[config.mk]
export PLATFORM = sky130hd
export DESIGN_NAME = rmq_cell
export DESIGN_NICKNAME = d
export VERILOG_FILES = /design/src/rmq_pkg.sv /design/src/rmq_cell.sv
export SDC_FILE = /design/constraint.sdc
export NUM_CORES = 1
export LEC_CHECK = 0
export BUFFER_PORTS_ARGS = -buffer_cell sky130_fd_sc_hd__buf_4
export CAP_MARGIN = 20
export CORE_AREA = 2 2 210 212
export DETAILED_ROUTE_END_ITERATION = 16
export DIE_AREA = 0 0 212 214
export PLACE_DENSITY = 0.58
export RECOVER_POWER = 50
export SLEW_MARGIN = 0
export SYNTH_ARGS = -nofsm -noshare
export SYNTH_HDL_FRONTEND = slang
export SYNTH_SLANG_ARGS = --single-unit
[constraint.sdc]
create_clock -name clk -period 6.36 [get_ports clk]
set_clock_uncertainty 0.1 [all_clocks]
set_input_delay 1.59 -clock clk [delete_from_list [all_inputs] [get_ports clk]]
set_output_delay 1.59 -clock clk [all_outputs]
set_load 0.005 [all_outputs]
[src/rmq_pkg.sv]
// Shared types and constants for the rotation matrix to quaternion block.
// Used by rmq_prep, rmq_cell and rotation_matrix_to_quaternion; no dependencies.
package rmq_pkg;

  localparam int LANES = 4;

  localparam int LANE_W = 0;
  localparam int LANE_X = 1;
  localparam int LANE_Y = 2;
  localparam int LANE_Z = 3;

  localparam logic [14:0] MAG_MAX = 15'h7fff;

  typedef struct packed {
    logic valid;
    logic neg_x;
    logic neg_y;
    logic neg_z;
  } ctl_t;

endpackage

[src/rmq_cell.sv]
// One cell of the square root chain: settles one root bit in each of the four
// lanes and hands the partial state to the next cell. Depends on rmq_pkg.
module rmq_cell #(
  parameter int ROOT_W = 16
) (
  input  logic                                       clk,
  input  logic                                       rst,
  input  logic                                       adv,
  input  rmq_pkg::ctl_t                              ctl_in,
  input  logic [rmq_pkg::LANES-1:0][2*ROOT_W-1:0]    rad_in,
  input  logic [rmq_pkg::LANES-1:0][ROOT_W+1:0]      rem_in,
  input  logic [rmq_pkg::LANES-1:0][ROOT_W-1:0]      root_in,
  output rmq_pkg::ctl_t                              ctl_out,
  output logic [rmq_pkg::LANES-1:0][2*ROOT_W-1:0]    rad_out,
  output logic [rmq_pkg::LANES-1:0][ROOT_W+1:0]      rem_out,
  output logic [rmq_pkg::LANES-1:0][ROOT_W-1:0]      root_out
);
  import rmq_pkg::*;

  localparam int RAD_W = 2 * ROOT_W;
  localparam int REM_W = ROOT_W + 2;

  logic [LANES-1:0][REM_W-1:0]  cur;
  logic [LANES-1:0][REM_W-1:0]  trial;
  logic [LANES-1:0]             ge;
  logic [LANES-1:0][RAD_W-1:0]  rad_next;
  logic [LANES-1:0][REM_W-1:0]  rem_next;
  logic [LANES-1:0][ROOT_W-1:0] root_next;

  always_comb begin
    for (int l = 0; l < LANES; l++) begin
      cur[l]       = {rem_in[l][REM_W-3:0], rad_in[l][RAD_W-1 -: 2]};
      trial[l]     = {root_in[l], 2'b01};
      ge[l]        = cur[l] >= trial[l];
      rem_next[l]  = ge[l] ? (cur[l] - trial[l]) : cur[l];
      root_next[l] = {root_in[l][ROOT_W-2:0], ge[l]};
      rad_next[l]  = rad_in[l] << 2;
    end
  end

  always_ff @(posedge clk) begin
    if (rst) begin
      ctl_out <= '0;
    end else if (adv) begin
      ctl_out <= ctl_in;
    end
  end

  always_ff @(posedge clk) begin
    if (adv) begin
      rad_out  <= rad_next;
      rem_out  <= rem_next;
      root_out <= root_next;
    end
  end

endmodule

==> Word-level counts from Yosys, hierarchy flattened <==
Index checks and enable logic that the tools add are counted.
W data, S select, Z words.
{ "totals": {"register_bits": 260, "inputBits": 271, "output_inout_bits": 268, "wordCells": 28} }
{ "op_classes": {"add_sub_neg": 4, "magnitude_cmp": 4, "n_mux": 4} }
{ "ops": {"columns": ["operator", "n"], "rows": [
  ["$ge A18 B18 Y1", 4],
  ["$mux W18", 4],
  ["$sub A18 B18 Y18", 4]
]} }

==> Depth between registers and ports, before layout <==
Gate-level depths: netlist of the first run.
{ "depth": {"ltp_word": 2, "ltp_mapped": 12, "mapped_depth_nobuf": 9} }

==> Worst setup path after synthesis of the first run <==
OpenSTA, ideal clock, no wires.
{ "synth_path": {"kind": "input -> register", "from": "in root_in[48] (netlist bit)", "to": "reg rem_out[63] (netlist bit) (data pin)", "setup_ps": 260, "arrival_time_ps": 3713, "required_time_ps": 6000, "slack_ps": 2287, "cell_stages": 10, "path_buffers": 1, "path_cell_list": "inv_1 -> ha_1 -> nor2b_1 -> o21ai_2 -> a21oi_1 -> o41ai_2 -> a21oi_1 -> a21oi_2 -> buf_6 -> mux2_2"} }
{ "synth_lines": {"columns": ["element", "line_no", "source"], "rows": [
  ["start: declaration", "rmq_cell.sv:12", "input logic [rmq_pkg::LANES-1:0][ROOT_W-1:0] root_in,"],
  ["end signal: assignment", "rmq_cell.sv:52", "rem_out <= rem_next;"],
  ["end: declaration", "rmq_cell.sv:15", "output logic [rmq_pkg::LANES-1:0][ROOT_W+1:0] rem_out,"]
]} }

==> Final worst setup path of the first run <==
{ "layout_path": {"from": "in adv", "to": "reg rad_out[27] (netlist bit), enable pin"} }
{ "layout_lines": {"columns": ["element", "line_no", "source"], "rows": [
  ["start: declaration", "rmq_cell.sv:8", "input logic adv,"],
  ["end signal: assignment", "rmq_cell.sv:51", "rad_out <= rad_next;"],
  ["end: declaration", "rmq_cell.sv:14", "output logic [rmq_pkg::LANES-1:0][2*ROOT_W-1:0] rad_out,"]
]} }
No word-level cell between the ends.

==> results.py, run 1 <==
metrics = {
    "clock_tree": {
        "clk_pin_slew_worst_paths_ns": 0.06,
        "numCtsBuffers": 29,
        "tritoncts": "done",
        "clock-sinks": 260,
        "cts_max_level": 1,
        "clk_latency_ns": 0.56,
        "cts_resized": 0,
        "cts_hold_buf": 0,
        "ctsRootBufferMaster": "clkbuf_16",
        "post-cts-setup-buffers": 0,
        "cts_buffer_depth": 3,
    },
    "grt": {
        "grt_start_max_net_pins": 100,
        "grt_pass1_wl_mm": 56.39,
        "gr-total-overflow": 0,
        "antenna_found_initial": 5,
        "grt_use_total_pct": 16.28,
        "grt_pass1_vias": 9605,
    },
    "floorplanning": {
        "die_h_um": 214,
        "core_sq_um": 42890,
        "num_rows": 76,
        "die_w_um": 212,
        "io_pins": 539,
        "initial_core_util_pct": 28.60,
        "die_area_sq_um": 45370,
    },
    "route": {
        "vias": 9355,
        "drc": 0,
        "via_per_inst": 4.495,
        "drtIter0Drc": 459,
        "wl_per_cell_um": 18.38,
        "ant_nets": 0,
        "wirelength_mm": 38.24,
        "first_pass_iters": 5,
    },
    "timing": {
        "tightest_slew_ns": 2.803,
        "setup_violations": 0,
        "fin_setup_tns_ns": 0,
        "fmax_ghz": 0.2069,
        "min_period_ns": 4.834,
        "finalHoldViolCount": 0,
        "fin_crit_sh_pct": 76.00,
        "fin_hold_ws_ns": 0.4031,
        "slew_headroom_pct": -86.90,
        "rsz0062_at_grt": "false",
        "slew_viol_final": 129,
    },
    "setup_path": {
        "cp-start-kind": "input port",
        "crit_required_ns": 6.42,
        "cp.arrival_ns": 4.90,
        "cp_top_family": "buffers and inverters",
        "critPathBufInv": 2,
        "end_kind": "flip-flop",
        "critPathMaxStageDelay_ns": 1.91,
        "cpMaxStageDelayCell": "clkbuf_2",
        "critPathMaxFanout": 99,
        "path_class": "input port to flip-flop",
        "cp_cell_sequence": "clkbuf_2 -> clkbuf_1",
    },
    "placement": {
        "dp.cells": 2025,
        "placed_area_sq_um": 16870,
        "place_congestion": 0.8820,
        "dpl.hpwl_mm": 30.63,
        "io_buffer_count": 522,
    },
    "layout": {
        "finalNetCount": 1815,
        "stdcell_count": 2081,
        "final_area_sq_um": 17680,
        "drive_gt1_share_pct": 38.60,
        "syn_to_final_growth_pct": 44.11,
    },
    "synth": {
        "yosys_most_used_dff": "edfxtp_1",
        "synth-seq-area-share_pct": 63.32,
        "syn_area_per_cell_sq_um": 13.25,
        "synthCells": 926,
        "synth-edff-count": 256,
        "yosysWarnings": 0,
        "async_reset_ff_share_pct": 0,
        "ys_types": 61,
        "netlist_area_sq_um": 12270,
        "synth_seq_cells": 260,
    },
    "pwr": {
        "irDropWorstVdd_mv": 0.1738,
        "p_total_w": 0.004770,
        "power.density_nw_per_um2": 269.8,
        "power.leakage_nw": 7.658,
    },
    "job": {
        "maxCapViolations": 2,
    },
    "status": {
        "status": "complete, but fails checks",
        "violations": "capacitance limit, slew limit",
    },
    "worst_hold_path": {
        "hp-class": "flip-flop to flip-flop",
    },
}
-- final timing paths --
kind | slack (ns) | cells past startpoint | to | start
max | 1.53 | 2 | rad_out[27] | adv
min | 0.40 | 2 | ctl_out[1] | ctl_out[1]
max reg2reg | 5.62 | 2 | ctl_out[2] | ctl_out[2]
min reg2reg | 0.40 | 2 | ctl_out[1] | ctl_out[1]
-- metrics by stage --
| stage | worst slack, ns | utilization, % |
|---|---|---|
| finish | 1.526 | 41.22 |
| global route | 1.195 | 41.22 |
| CTS | 2.029 | 41.58 |
| detailed placement | 1.428 | 39.35 |
| global placement | 1.490 | 39.35 |
| floorplan | 2.287 | - |
-- where the power goes --
part / leakage [nW] / switching, W / internal, W
sequential: 2.54 / 0.0000483 / 0.00209
combinational: 4.66 / 0.000449 / 0.000492
clock: 0.465 / 0.000699 / 0.000996
-- layout by cell type, fill, tap and decap left out, types with 8 or more instances in the layout --
| cell type | count |
|---|---|
| o21a_1 | 11 |
| nand2_1 | 62 |
| ha_1 | 72 |
| clkbuf_1 | 49 |
| a21o_1 | 21 |
| xnor2_1 | 34 |
| clkbuf_4 | 139 |
| clkbuf_16 | 29 |
| mux2_2 | 29 |
| inv_1 | 93 |
| conb_1 | 8 |
| nand2b_1 | 8 |
| edfxtp_1 | 256 |
| nand3_1 | 17 |
| nor2_1 | 48 |
| nor3_1 | 8 |
| o21ai_0 | 58 |
| xor2_1 | 28 |
| a21oi_1 | 47 |
| buf_4 | 346 |
-- cells in the mapped netlist, types with 3 or more instances --
cell	n	area (sq um)
or3_1	5	31.28
edfxtp_1	256	7687
a211oi_1	7	52.55
nor2b_1	6	37.54
a31oi_1	9	56.30
buf_4	8	60.06
o31a_1	3	26.28
xor2_1	28	245.2
dfxtp_1	4	80.08
nand4_1	7	43.79
o41ai_1	4	35.03
mux2_2	29	326.6
buf_2	7	35.03
nand2b_1	8	50.05
nor3_1	8	40.04
nand3_1	17	85.08
o21bai_1	3	22.52
mux2i_1	6	60.06
and3_1	4	25.02
nor2_1	48	180.2
a21oi_1	47	235.2
ha_1	72	900.9
inv_1	93	349.1
o221ai_1	3	26.28
o21ai_0	58	290.3
o211ai_1	6	45.04
o21a_1	11	82.58
o22ai_1	3	18.77
and2_1	4	25.02
mux2_4	7	105.1
a21o_1	21	157.7
xnor2_1	34	297.8
nand2_1	62	232.7
clkbuf_1	3	11.26
-- state kept, by name, indices dropped and copies added (netlist names) --
| name | cells |
|---|---|
| ctl_out | 4 |
| rad_out | 120 |
| root_out | 64 |
| rem_out | 72 |
-- logic make-up (layout without fill, tap and decap cells) --
| group | count (synthesis) | count (layout) | synth area share [%] |
|---|---|---|---|
| DFF | 260 | 260 | 63.32 |
| buffers and inverters | 116 | 678 | 4.161 |
| and+or+nand+nor | 174 | 174 | 6.467 |
| adders and majority gates | 72 | 72 | 7.344 |
| other | 1 | 9 | 0.03057 |
| xor gates and xnor gates | 62 | 62 | 4.427 |
| AOI/OAI and AO/OA | 199 | 199 | 10.24 |
| muxes | 42 | 42 | 4.009 |
-- layer usage --
metal / share of wire [%] / track usage [%]
met5: 0.11 / 0
met4: 2.4 / 4.272
met3: 10 / 6.011
met2: 51 / 29.90
met1: 36 / 17.38
-- final cells by class --
type / instances / area (sq um)
Timing Repair Buffer: 531 / 3842
Antenna cell: 1 / 2.502
Sequential cell: 260 / 7767
Clock inverter: 15 / 163.9
Tap cell: 585 / 732.0
Inverter: 93 / 349.1
Fill cell: 4124 / 25210
Clock buffer: 39 / 793.3
Multi-Input combinational cell: 557 / 4028
Note: power is estimated with default switching activity, not from simulation.
==> run 2, diff against run 1 <==
CORE_AREA = 2 2 212 214   (was 2 2 210 212)
DIE_AREA = 0 0 214 216   (was 0 0 212 214)
PLACE_DENSITY = 0.57   (was 0.58)
clock period = 4.5 ns   (was 6.36 ns; I/O delays follow)
==> run 2 against run 1 <==
Compared with the run above:
- largest power group unchanged
- final cell count increased by 0.58%
- clock power increased by 33%
- highest routed layer unchanged
- the run still ends with capacitance limit, slew limit left
- non-clock buffer count increased by 4
- sequential share of layout area about the same
- sequential power increased by 41%
==> results.py, run 2 (same netlist as run 1, synthesis figures left out) <==
metrics = {
    "floorplanning": {
        "die_w_um": 214,
        "io_pins": 539,
        "core_sq_um": 43840,
        "die_h_um": 216,
        "num_rows": 77,
        "initial_core_util_pct": 27.98,
        "die_area_sq_um": 46220,
    },
    "clock_tree": {
        "tritoncts": "done",
        "clock-sinks": 260,
        "numCtsBuffers": 30,
        "cts_buffer_depth": 3,
        "post-cts-setup-buffers": 0,
        "cts_resized": 0,
        "cts_hold_buf": 0,
        "clk_pin_slew_worst_paths_ns": 0.06,
        "clk_latency_ns": 0.57,
        "cts_max_level": 1,
        "ctsRootBufferMaster": "clkbuf_16",
    },
    "layout": {
        "reg_top3": "rad_out: 120 flops, rem_out: 72 flops, root_out: 64 flops",
        "fillers": 4286,
        "largest_reg_flops": 120,
        "layout_common_cells": "buf_4 (349), edfxtp_1 (256), clkbuf_4 (142), inv_1 (93), ha_1 (72)",
        "syn_to_final_growth_pct": 43.96,
        "final_util_pct": 40.29,
        "layout_commonest_cell": "buf_4",
        "largest-register": "rad_out",
        "drive_gt1_share_pct": 38.60,
        "finalNetCount": 1820,
    },
    "route": {
        "drc": 0,
        "drtIter0Drc": 412,
        "wirelength_mm": 38.29,
        "wl_per_cell_um": 18.30,
        "ant_nets": 0,
        "via_per_inst": 4.475,
        "vias": 9367,
        "first_pass_iters": 5,
    },
    "timing": {
        "min_period_ns": 3.717,
        "tightest_slew_ns": 2.235,
        "slew_headroom_pct": -48.98,
        "fmax_ghz": 0.2690,
        "fin_setup_tns_ns": 0,
        "finalHoldViolCount": 0,
        "setup_violations": 0,
        "rsz0062_at_grt": "false",
        "fin_crit_sh_pct": 82.60,
        "slew_viol_final": 80,
    },
    "setup_path": {
        "crit_top_cell": "clkbuf_2",
        "cp_top_family": "buffers and inverters",
        "r2r_slack_ns": 3.78,
        "crit_required_ns": 4.59,
        "cpMaxStageDelayCell": "clkbuf_2",
        "end_kind": "flip-flop",
        "critPathMaxFanout": 79,
        "cp-start-kind": "input port",
        "critPathBufInv": 2,
        "critPathMaxStageDelay_ns": 1.51,
        "cp_cell_sequence": "clkbuf_2 -> clkbuf_2",
        "cp.arrival_ns": 3.81,
        "path_class": "input port to flip-flop",
    },
    "placement": {
        "io_buffer_count": 522,
        "place_congestion": 0.9088,
        "dpl.hpwl_mm": 30.85,
    },
    "status": {
        "violations": "capacitance limit, slew limit",
        "status": "complete, but fails checks",
    },
    "pwr": {
        "p_int_w": 0.004932,
        "power.density_nw_per_um2": 374.0,
        "p_comb_share_pct": 20.2,
        "swShare_pct": 25.33,
        "irDropWorstVdd_mv": 0.3546,
        "power.leakage_nw": 7.661,
        "pwr-share-seq_pct": 45.8,
        "p_switching_w": 0.001673,
        "p_clk_share_pct": 34.1,
    },
    "grt": {
        "antenna_found_initial": 8,
        "grt_use_total_pct": 15.85,
        "gr-total-overflow": 0,
        "grt_pass1_wl_mm": 56.57,
        "grt_start_max_net_pins": 80,
        "grt_pass1_vias": 9444,
    },
    "worst_hold_path": {
        "hp-class": "flip-flop to flip-flop",
    },
    "job": {
        "maxCapViolations": 1,
    },
}
[run 2: cell count changes in the layout (fill, tap and decap cells not counted), sizes merged]
| cell | previous run | this run |
|---|---|---|
| clkbuf | 221 | 226 |
| clkinv | 9 | 13 |
| bufinv | 3 | 1 |
| clkinvlp | 2 | 0 |
| buf | 349 | 350 |
| inv | 94 | 93 |
[run 2: power groups by stage]
stage	logic [W]	registers [W]	clock network [W]
2_1_floorplan	0.000567	0.00309	0
3_3_place_gp	0.00136	0.00307	0
3_5_place_dp	0.00137	0.00307	0
4_1_cts	0.00138	0.00302	0.00234
5_1_grt	0.00146	0.00305	0.00242
6_report	0.00133	0.00302	0.00225
[run 2: worst register-to-register path, stage by stage, from the launching register on]
cell and delay [ns]:
dfxtp_1 0.31, mux2i_1 0.14, nor2_1 0.06
[run 2: area by class of cell]
class                           instances  area (sq um)  area share, %
Antenna cell                            1         2.502        0.01417
Inverter                               93         349.1          1.977
Clock inverter                         14         107.6         0.6093
Timing Repair Buffer                  535          3872          21.93
Tap cell                              592         740.7          4.194
Clock buffer                           41         792.0          4.485
Sequential cell                       260          7767          43.98
Multi-Input combinational cell        557          4028          22.81
[run 2: per-layer routing]
| layer | part of all wire (%) | vias up | global-route usage (%) | wire [um] |
|---|---|---|---|---|
| met5 | 0.24 | - | 0 | 92 |
| met4 | 2.3 | 14 | 4.079 | 872 |
| met3 | 9.0 | 63 | 5.652 | 3449 |
| met2 | 51 | 365 | 28.41 | 19440 |
| met1 | 38 | 4416 | 17.82 | 14440 |
| li1 | - | 4509 | - | - |
[run 2: stage by stage]
stage | hold WS, ns | cell area (sq um) | instances | total power [W] | setup WS (ns)
floorplan | 0.3850 | 12290 | 933 | 0.003656 | 0.8917
CTS | 0.4081 | 17860 | 2092 | 0.006744 | 1.069
global placement | 0.3809 | 16960 | 2037 | 0.004429 | 0.4653
finish | 0.4060 | 17660 | 2093 | 0.006605 | 0.7831
detailed placement | 0.3878 | 16960 | 2037 | 0.004444 | 0.4634
global route | 0.4290 | 17660 | 2092 | 0.006931 | 0.4572
[run 2: path summary, 6_finish.rpt]
path | start | end | depth (start not counted)
max | adv | rad_out[17] | 2
min | ctl_out[1] | ctl_out[1] | 2
max reg2reg | ctl_out[0] | ctl_out[0] | 2
min reg2reg | ctl_out[1] | ctl_out[1] | 2
