$ cat src/rmq_pkg.sv
// Shared types and constants for the rotation matrix to quaternion block.
// Used by rmq_prep, rmq_cell and rotation_matrix_to_quaternion; no dependencies.
package rmq_pkg;

  localparam int LANES = 4;

  localparam int LANE_W = 0;
  localparam int LANE_X = 1;
  localparam int LANE_Y = 2;
  localparam int LANE_Z = 3;

  localparam logic [14:0] MAG_MAX = 15'h7fff;

  typedef struct packed {
    logic valid;
    logic neg_x;
    logic neg_y;
    logic neg_z;
  } ctl_t;

endpackage

$ cat src/rmq_prep.sv
// Front stage: forms the four clamped diagonal combinations as root radicands
// and the three off-diagonal signs. Depends on rmq_pkg.
module rmq_prep #(
  parameter int FRAC_BITS = 14,
  parameter int SUM_W     = 19,
  parameter int ROOT_W    = 16
) (
  input  logic                                       clk,
  input  logic                                       rst,
  input  logic                                       adv,
  input  logic                                       in_valid,
  input  logic signed [15:0]                         r00,
  input  logic signed [15:0]                         r01,
  input  logic signed [15:0]                         r02,
  input  logic signed [15:0]                         r10,
  input  logic signed [15:0]                         r11,
  input  logic signed [15:0]                         r12,
  input  logic signed [15:0]                         r20,
  input  logic signed [15:0]                         r21,
  input  logic signed [15:0]                         r22,
  output rmq_pkg::ctl_t                              ctl_out,
  output logic [rmq_pkg::LANES-1:0][2*ROOT_W-1:0]    rad_out,
  output logic [rmq_pkg::LANES-1:0][ROOT_W+1:0]      rem_out,
  output logic [rmq_pkg::LANES-1:0][ROOT_W-1:0]      root_out
);
  import rmq_pkg::*;

  localparam int RAD_W = 2 * ROOT_W;

  logic signed [SUM_W-1:0]      one;
  logic signed [SUM_W-1:0]      e00;
  logic signed [SUM_W-1:0]      e11;
  logic signed [SUM_W-1:0]      e22;
  logic signed [SUM_W-1:0]      sum [LANES];
  logic [LANES-1:0][RAD_W-1:0]  rad_next;
  logic signed [16:0]           dx;
  logic signed [16:0]           dy;
  logic signed [16:0]           dz;
  ctl_t                         ctl_next;

  always_comb begin
    one = SUM_W'(1) <<< FRAC_BITS;
    e00 = SUM_W'(r00);
    e11 = SUM_W'(r11);
    e22 = SUM_W'(r22);
    sum[LANE_W] = one + e00 + e11 + e22;
    sum[LANE_X] = one + e00 - e11 - e22;
    sum[LANE_Y] = one - e00 + e11 - e22;
    sum[LANE_Z] = one - e00 - e11 + e22;
    for (int l = 0; l < LANES; l++) begin
      if (!sum[l][SUM_W-1] && (sum[l] != '0)) begin
        rad_next[l] = RAD_W'(sum[l][SUM_W-2:0]) << FRAC_BITS;
      end else begin
        rad_next[l] = '0;
      end
    end
    dx = 17'(r21) - 17'(r12);
    dy = 17'(r02) - 17'(r20);
    dz = 17'(r10) - 17'(r01);
    ctl_next.valid = in_valid;
    ctl_next.neg_x = dx[16];
    ctl_next.neg_y = dy[16];
    ctl_next.neg_z = dz[16];
  end

  always_ff @(posedge clk) begin
    if (rst) begin
      ctl_out <= '0;
    end else if (adv) begin
      ctl_out <= ctl_next;
    end
  end

  always_ff @(posedge clk) begin
    if (adv) begin
      rad_out  <= rad_next;
      rem_out  <= '0;
      root_out <= '0;
    end
  end

endmodule

$ cat config.mk
export PLATFORM = sky130hd
export DESIGN_NAME = rmq_prep
export DESIGN_NICKNAME = d
export VERILOG_FILES = /design/src/rmq_pkg.sv /design/src/rmq_prep.sv
export SDC_FILE = /design/constraint.sdc
export NUM_CORES = 1
export LEC_CHECK = 0
export ABC_AREA = 0
export ABC_CLOCK_PERIOD_IN_PS = 4800
export BUFFER_PORTS_ARGS = -buffer_cell sky130_fd_sc_hd__buf_2
export CORE_ASPECT_RATIO = 0.5
export CORE_MARGIN = 2
export CORE_UTILIZATION = 46
export CTS_CLUSTER_DIAMETER = 50
export DETAILED_ROUTE_END_ITERATION = 7
export PLACE_DENSITY = 0.89
export SYNTH_ARGS = -nofsm -noshare
export SYNTH_HDL_FRONTEND = slang
export SYNTH_SLANG_ARGS = --single-unit
$ cat constraint.sdc
create_clock -name clk -period 4.8 [get_ports clk]
set_input_delay 0.96 -clock clk [delete_from_list [all_inputs] [get_ports clk]]
set_output_delay 0.96 -clock clk [all_outputs]
set_load 0.02 [all_outputs]
* Yosys cells after proc, flatten, opt, wreduce, memory -nomap -nowiden
Index checks and enable logic that the tools add are counted.
** Cells by class
- Add/sub/neg operators :: 13
- Reductions and logical operators :: 12
** Operator list (count)
- 19-bit nonzero test :: 4
- 16-bit by 16-bit subtractor with 17-bit output :: 3
- 18-bit by 16-bit adder with 19-bit output :: 2
- 18-bit by 16-bit subtractor with 19-bit output :: 2
- 17-bit by 16-bit adder with 18-bit output :: 2
- 17-bit by 16-bit subtractor with 18-bit output :: 2
- 16-bit by 16-bit adder with 17-bit output (first input constant) :: 1
- 16-bit by 16-bit subtractor with 17-bit output (first input constant) :: 1
- 1-bit logical AND :: 4
- 1-bit zero test :: 4
** Word-level totals
- Bits in registers :: 132
- Bits of input ports :: 148
- Output and inout bits :: 268
- Logic and storage cells :: 37

* Depth between registers and ports, before layout
Gate-level depths: netlist of run 1.
- Word-level depth :: 5
- Mapped depth :: 17
- Mapped depth without buffers :: 16

* Worst setup path before layout of run 1
OpenSTA, ideal clock, no wires.
- Path kind :: input port to flip-flop
- Start point :: input port r00[2]
- End point :: register rad_out[85] (netlist name), data pin
- Setup time :: 0.257 ns
- Arrival time :: 4.612 ns
- Data required time :: 4.543 ns
- Path slack :: -0.068 ns
- Stages on the path :: 16
- Buffers on the path :: 2
- Path through :: or4_1 > or3_1 > nor2_1 > xor2_1 > fa_1 > inv_1 > ha_1 > clkbuf_1 > a21o_1 > a21o_1 > a221o_1 > a21oi_1 > o21ai_1 > o21ai_1 > buf_2 > nor2_1
** On the way
- Longest elaborated chain between the ends :: 5
- Elaborated cells between the ends (all ways) :: 6
- Classes of those cells :: add/sub (3); reduce/logical (3)
** RTL lines
- start, declared :: RTL line rmq_prep.sv:12 : input logic signed [15:0] r00,
- 16-bit by 16-bit subtractor with 17-bit output * :: RTL line rmq_prep.sv:48 : sum[LANE_Y] = one - e00 + e11 - e22;
- 17-bit by 16-bit adder with 18-bit output * :: RTL line rmq_prep.sv:48
- 18-bit by 16-bit subtractor with 19-bit output * :: RTL line rmq_prep.sv:48
- 19-bit nonzero test or 1-bit zero test (tied branches) :: RTL line rmq_prep.sv:51 : if (!sum[l][SUM_W-1] && (sum[l] != '0)) begin
- 1-bit logical AND :: RTL line rmq_prep.sv:51
- end signal, assigned :: RTL line rmq_prep.sv:76 : rad_out <= rad_next;
- end, declared :: RTL line rmq_prep.sv:22 : output logic [rmq_pkg::LANES-1:0][2*ROOT_W-1:0] rad_out,
Every way passes the cells marked *; elsewhere a longest branch is shown, timed or not.
A chain may end at the register's enable or synchronous reset.

* Worst setup path after layout of run 1
- Start point :: input port r00[2]
- End point :: register rad_out[118] (netlist name), data pin
** On the way
- Longest elaborated chain between the ends :: 5
- Elaborated cells between the ends (all ways) :: 6
- Classes of those cells :: add/sub (3); reduce/logical (3)
** RTL lines
- 16-bit by 16-bit subtractor with 17-bit output * :: RTL line rmq_prep.sv:49 : sum[LANE_Z] = one - e00 - e11 + e22;
- 17-bit by 16-bit subtractor with 18-bit output * :: RTL line rmq_prep.sv:49
- 18-bit by 16-bit adder with 19-bit output * :: RTL line rmq_prep.sv:49
- 19-bit nonzero test or 1-bit zero test (tied branches) :: RTL line rmq_prep.sv:51
- 1-bit logical AND :: RTL line rmq_prep.sv:51
Marked as above.

==> impl_metrics.py, run 1 <==
metrics = {
    "logic_synthesis": {
        "synthTopCellsByArea": "edfxtp_1 (20%), ha_1 (15%), buf_4 (14%), fa_1 (13%), inv_1 (5.4%)",
        "avgSynthCellArea_um2": 9.01,
        "synth_edf_count": 72,
        "syn_area_mm2": 0.0106,
        "synth_top_area_cell": "edfxtp_1",
        "seq_area_frac_synth_pct": 21.1,
        "synth_cells": 1177,
        "yosys.area_share.simple_pct": 10.5,
        "synth_adder_area_share_pct": 27.6,
        "yosysWarnings": 0,
        "synth-compound-area-share_pct": 15.6,
        "synthXorXnorAreaFrac_pct": 5.20,
        "synth_mux_area_share_pct": 0.295,
        "async_reset_ff_share_pct": 0,
        "synth.distinct_cells": 62,
        "synthTopCellsByCount": "buf_4 (195), inv_1 (152), ha_1 (123)",
        "synth_seq_cells": 76,
        "ys.flop_type": "edfxtp_1",
        "synth_top_family_by_area": "adder cells",
        "synth_top_area_share_pct": 20.4,
        "yosysMostFrequentCell": "buf_4",
    },
    "worst_setup_path": {
        "cp_slowest_stage_delay_ns": 0.60,
        "path_cells": "buf_2, or4_4, or3_1, o41ai_1, o21ai_1, fa_1, inv_1, ha_1, a21oi_1, o21ai_0, o31a_1, a311oi_4, buf_4, nor2_1",
        "r2r-start": "ctl_out[2]",
        "crit_required_ns": 4.90,
        "critPathKind": "in2reg",
        "worstPathArrival_ns": 4.73,
        "reg2regPathDepth": 2,
        "reg2reg_slack_ns": 4.06,
        "endpoint_kind": "register",
        "critPathMaxFanout": 7,
        "crit_slowest_cell": "or4_4",
        "cp-start-kind": "primary input",
        "r2r_end": "ctl_out[2]",
    },
    "min_path": {
        "worstHoldStart": "ctl_out[1]",
        "min_to": "ctl_out[1]",
        "hold_class": "reg2reg",
        "hold_path_depth": 2,
    },
    "clock_tree": {
        "post_cts_buffers": 0,
        "htreeDepth": 3,
        "cts_sinks": 76,
        "cts_tree": "built",
        "cts_buffer_depth": 2,
        "clk_latency_ns": 0.35,
        "cts-root-buf": "clkbuf_16",
        "cts.clk_slew.worst_paths_ns": 0.06,
        "cts_buffers": 9,
    },
    "floorplanning": {
        "die_w_um": 219,
        "die-height_um": 111,
        "io_pins": 416,
        "rows": 39,
        "design.core.area_mm2": 0.0227,
        "initial_core_util_pct": 46.6,
        "die-area_mm2": 0.0244,
    },
    "sta": {
        "fin_ws_ns": 0.169,
        "worst_pin_slew_ns": 0.729,
        "period_share_pct": 96.5,
        "setup-violations-final": 0,
        "slew_viol_final": 0,
        "whs_ns": 0.494,
        "period_minus_slack_ns": 4.63,
        "finalClockSkew_ns": 0,
        "max_freq_ghz": 0.216,
        "hold_viol_final": 0,
        "slew_headroom_pct": 51.4,
    },
    "drt": {
        "wl_per_cell_um": 14.9,
        "drtIter0Drc": 633,
        "drt-total-wl_um": 26500,
        "vias": 8741,
        "drt-vias-per-instance": 4.93,
        "drc_errors": 0,
        "first_pass_iters": 7,
        "ant_nets": 0,
    },
    "global_routing": {
        "grt_overflow": 0,
        "grt_antenna_before_repair": 11,
        "grt_use_total_pct": 21.3,
        "first_global_vias": 8446,
        "grt_max_degree": 52,
        "grt_pass1_wl_um": 41400,
    },
    "placement": {
        "pre_cts_ws_ns": -0.359,
        "place.detailed.hpwl_um": 22300,
        "portBuffers": 223,
        "dp.cells": 1746,
        "place_congestion": 0.924,
        "dpl_cell_area_mm2": 0.0117,
    },
    "finish": {
        "post-route-util_pct": 53.1,
        "final_nets": 1790,
        "nFillCells": 2030,
        "drive_gt1_share_pct": 20.8,
        "finalNonFillerCells": 1773,
        "synthToLayoutAreaGrowth_pct": 13.8,
        "final_area_mm2": 0.0121,
    },
    "power": {
        "p_leak_nw": 6.19,
        "ir_worst_vdd_mv": 0.194,
        "power_density_mw_per_mm2": 351,
    },
    "run": {
        "timing.max_cap.violations": 0,
    },
    "outcome": {
        "outcome": "completed",
    },
}
## worst max-delay path by stage
stage	start	to	slack [ns]
after floorplan	r00[2]	rad_out[115]	0.04
after global placement	r00[2]	rad_out[123]	-0.14
after detailed placement	r00[2]	rad_out[123]	-0.36
after CTS	r00[2]	rad_out[123]	0.01
after global routing	r00[1]	rad_out[125]	-0.07
final	r00[2]	rad_out[118]	0.17
## per-layer routing
metal	track usage, %	vias to the layer above	part of all wire [%]
met2	37.2	321	50
met3	3.03	53	5.9
met5	0	-	0
li1	-	4172	-
met4	8.06	0	2.9
met1	26.8	4195	41
## flip-flops by register name, indices dropped and copies added (netlist names)
signal   flops
ctl_out      4
rad_out     72
## cells by family after synthesis
kind of cell | after synthesis
AOI/OAI and AO/OA | 247
xor gates and xnor gates | 63
adders and majority gates | 193
buffers and inverters | 358
DFF | 76
muxes | 3
other | 1
and+or+nand+nor | 236
## timing repair
action | 4_1_cts | 5_1_grt
hold endpoints to repair | 0 | 0
endpoints found under the setup margin | 0 | 35
hold buffers | 0 | 0
resized for setup | 0 | 5
## report_power, final
part           internal (W)  switching, W
registers           0.00102     0.0000518
clock network      0.000397      0.000267
logic              0.000961       0.00155
## worst max-delay path, delay by kind of cell
family                     cells  cell delay (ns)
and+or+nand+nor                3             1.09
adders and majority gates      2             0.83
AOI/OAI and AO/OA              6             1.46
buffers and inverters          3             0.39
## through the flow
| step | TNS, ns | total power, W |
|---|---|---|
| 6_report | 0 | 0.00424 |
| 5_1_grt | -0.0716 | 0.00453 |
| 4_1_cts | 0 | 0.00422 |
| 3_5_place_dp | -9.30 | 0.00354 |
| 3_3_place_gp | -2.19 | 0.00348 |
| 2_1_floorplan | 0 | 0.00289 |
## cell type report
type                            instances  area [µm²]  area share (%)
Multi-Input combinational cell        934        7020            58.1
Sequential cell                        76        2240            18.6
Timing Repair Buffer                  277        1550            12.8
Inverter                              152         571            4.72
Tap cell                              307         384            3.18
Clock buffer                           10         229            1.90
Clock inverter                          6        55.1           0.456
Antenna cell                           11        27.5           0.228
## layout by cell type, fill, tap and decap left out, types with 12 or more instances in the layout
cell type / instances
nand2b_1: 18
a21oi_1: 60
a21o_1: 32
o21ai_0: 47
ha_1: 123
nor2_1: 96
fa_1: 69
buf_2: 222
buf_4: 53
a211oi_1: 20
nor3_1: 18
nand2_1: 39
conb_1: 192
o21a_1: 13
edfxtp_1: 72
nand3_1: 15
inv_1: 152
xnor2_1: 34
xor2_1: 28
nor2b_1: 12
Power figures use the tool's default switching activity.
==> run 2: changes to the inputs <==
--- a/config.mk
+++ b/config.mk
@@ -10,10 +10,10 @@
 export BUFFER_PORTS_ARGS = -buffer_cell sky130_fd_sc_hd__buf_2
 export CORE_ASPECT_RATIO = 0.5
 export CORE_MARGIN = 2
-export CORE_UTILIZATION = 46
+export CORE_UTILIZATION = 29
 export CTS_CLUSTER_DIAMETER = 50
 export DETAILED_ROUTE_END_ITERATION = 7
-export PLACE_DENSITY = 0.89
+export PLACE_DENSITY = 0.64
 export SYNTH_ARGS = -nofsm -noshare
 export SYNTH_HDL_FRONTEND = slang
 export SYNTH_SLANG_ARGS = --single-unit
==> impl_metrics.py, run 2 (same netlist as run 1, synthesis figures left out) <==
metrics = {
    "sta": {
        "max_freq_ghz": 0.221,
        "finalClockSkew_ns": 0,
        "worst_pin_slew_ns": 1.02,
        "period_minus_slack_ns": 4.52,
        "setup_tns_ns": 0,
        "period_share_pct": 94.1,
        "hold_viol_final": 0,
        "grt_setup_unrepaired": "no",
        "whs_ns": 0.483,
        "setup-violations-final": 0,
        "slew_headroom_pct": 31.9,
        "slew_viol_final": 0,
    },
    "clock_tree": {
        "cts_tree": "built",
        "cts-root-buf": "clkbuf_16",
        "cts.clk_slew.worst_paths_ns": 0.06,
        "htreeDepth": 3,
        "cts_buffers": 9,
        "clk_latency_ns": 0.35,
        "cts_buffer_depth": 2,
        "cts_sinks": 76,
    },
    "placement": {
        "place.detailed.hpwl_um": 24300,
        "portBuffers": 223,
        "dp.cells": 1939,
        "dpl_cell_area_mm2": 0.0121,
        "place_congestion": 0.916,
    },
    "finish": {
        "post-route-util_pct": 34.4,
        "synthToLayoutAreaGrowth_pct": 16.8,
        "mostFrequentLayoutCells": "buf_2 (222), conb_1 (192), inv_1 (152)",
        "finalNonFillerCells": 1960,
        "layout_commonest_cell": "buf_2",
        "ff_latch_area_mm2": 0.00224,
        "drive_gt1_share_pct": 21.6,
        "largest_reg_flops": 72,
        "final_nets": 1806,
        "largest_register": "rad_out",
        "multi_input_area_mm2": 0.00700,
        "largestRegisters": "rad_out: 72 flops, ctl_out: 4 flops",
        "final_area_mm2": 0.0124,
        "nFillCells": 3781,
    },
    "run": {
        "timing.max_cap.violations": 0,
    },
    "drt": {
        "drt-vias-per-instance": 4.29,
        "drtIter0Drc": 430,
        "ant_nets": 0,
        "vias": 8415,
        "wl_per_cell_um": 14.3,
        "drc_errors": 0,
        "drt-total-wl_um": 28000,
        "first_pass_iters": 5,
    },
    "floorplanning": {
        "io_pins": 416,
        "initial_core_util_pct": 29.5,
        "die-area_mm2": 0.0382,
        "design.core.area_mm2": 0.0360,
        "rows": 49,
        "die_w_um": 274,
        "die-height_um": 139,
    },
    "worst_setup_path": {
        "endpoint_kind": "register",
        "critPathKind": "in2reg",
        "critPathMaxFanout": 16,
        "crit_top_cell": "o21ai_0",
        "cp-start-kind": "primary input",
        "worstPathArrival_ns": 4.61,
        "cp_slowest_stage_delay_ns": 0.59,
        "critPathTopFamily": "compound AO/OA/AOI/OAI gates",
        "crit_slowest_cell": "or4_4",
        "path_cells": "buf_2, or4_4, or3_1, o41ai_1, o21ai_0, fa_1, inv_1, ha_1, a21oi_1, o21ai_0, o31a_1, a311oi_4, buf_12, nor3_1",
        "crit_required_ns": 4.89,
        "timing.critical_path.buf_inv": 3,
    },
    "global_routing": {
        "grt_use_total_pct": 14.5,
        "grt_pass1_wl_um": 43600,
        "grt_max_degree": 80,
        "grt_antenna_before_repair": 6,
        "grt_overflow": 0,
        "first_global_vias": 8276,
    },
    "outcome": {
        "outcome": "completed",
    },
    "power": {
        "power_density_mw_per_mm2": 343,
        "ir_worst_vdd_mv": 0.172,
        "p_leak_nw": 6.25,
    },
    "min_path": {
        "hold_class": "reg2reg",
    },
}
run 2: changes by cell type in the layout (fill, tap and decap cells not counted), moves of 2 or more:
cell	delta
diode_2	-5
clkinv_2	+2
clkinv_1	-2
buf_4	+16
run 2: cell type report:
type                    instances  share of cell area [%]
multi-input cells             934                    56.5
flip-flops and latches         76                    18.1
repair buffers                293                    13.5
well taps                     484                    4.89
inverters                     152                    4.61
clock buffers                   9                    1.82
clock inverters                 6                   0.455
diodes                          6                   0.121
run 2: what timing repair did:
| item | in CTS | in global routing |
|---|---|---|
| hold buffers | 0 | 0 |
| setup endpoints to repair | 0 | 19 |
| resized for setup | 0 | 1 |
| buffers inserted | 0 | 0 |
run 2: worst register-to-register path: stages, from the launching register on:
cell and delay (ns):
dfxtp_1 0.38, nor2_1 0.07, a211oi_1 0.22
run 2: metal layers:
layer  track usage, %  vias to the layer above  routed length (µm)  share of wire, %
met5                0                        -                   0                 0
met4             4.55                        0                 503               1.8
met3             1.95                       27                1120               4.0
met2             26.2                      199               14400                51
met1             17.9                     3991               12000                43
li1                 -                     4198                   -                 -
run 2: stage by stage:
| step | setup WS [ns] | total power (W) |
|---|---|---|
| after floorplan | 0.0366 | 0.00289 |
| after global placement | -0.135 | 0.00356 |
| after detailed placement | -0.192 | 0.00359 |
| after CTS | 0.165 | 0.00427 |
| after global routing | 0.00220 | 0.00457 |
| final | 0.283 | 0.00425 |
run 2: where the power goes:
part	internal, W	total (W)	switching [W]	leakage (nW)
clock network	0.000395	0.000668	0.000273	0.139
logic	0.000975	0.00251	0.00154	5.38
registers	0.00102	0.00107	0.0000534	0.731
total	0.00239	0.00425	0.00186	6.25
run 2: worst paths after layout:
check	start	endpoint	slack [ns]	depth (start not counted)
setup / recovery	r00[2]	rad_out[113]	0.28	14
hold / removal	ctl_out[2]	ctl_out[2]	0.48	2
setup reg to reg	ctl_out[0]	ctl_out[0]	4.05	2
hold reg to reg	ctl_out[2]	ctl_out[2]	0.48	2
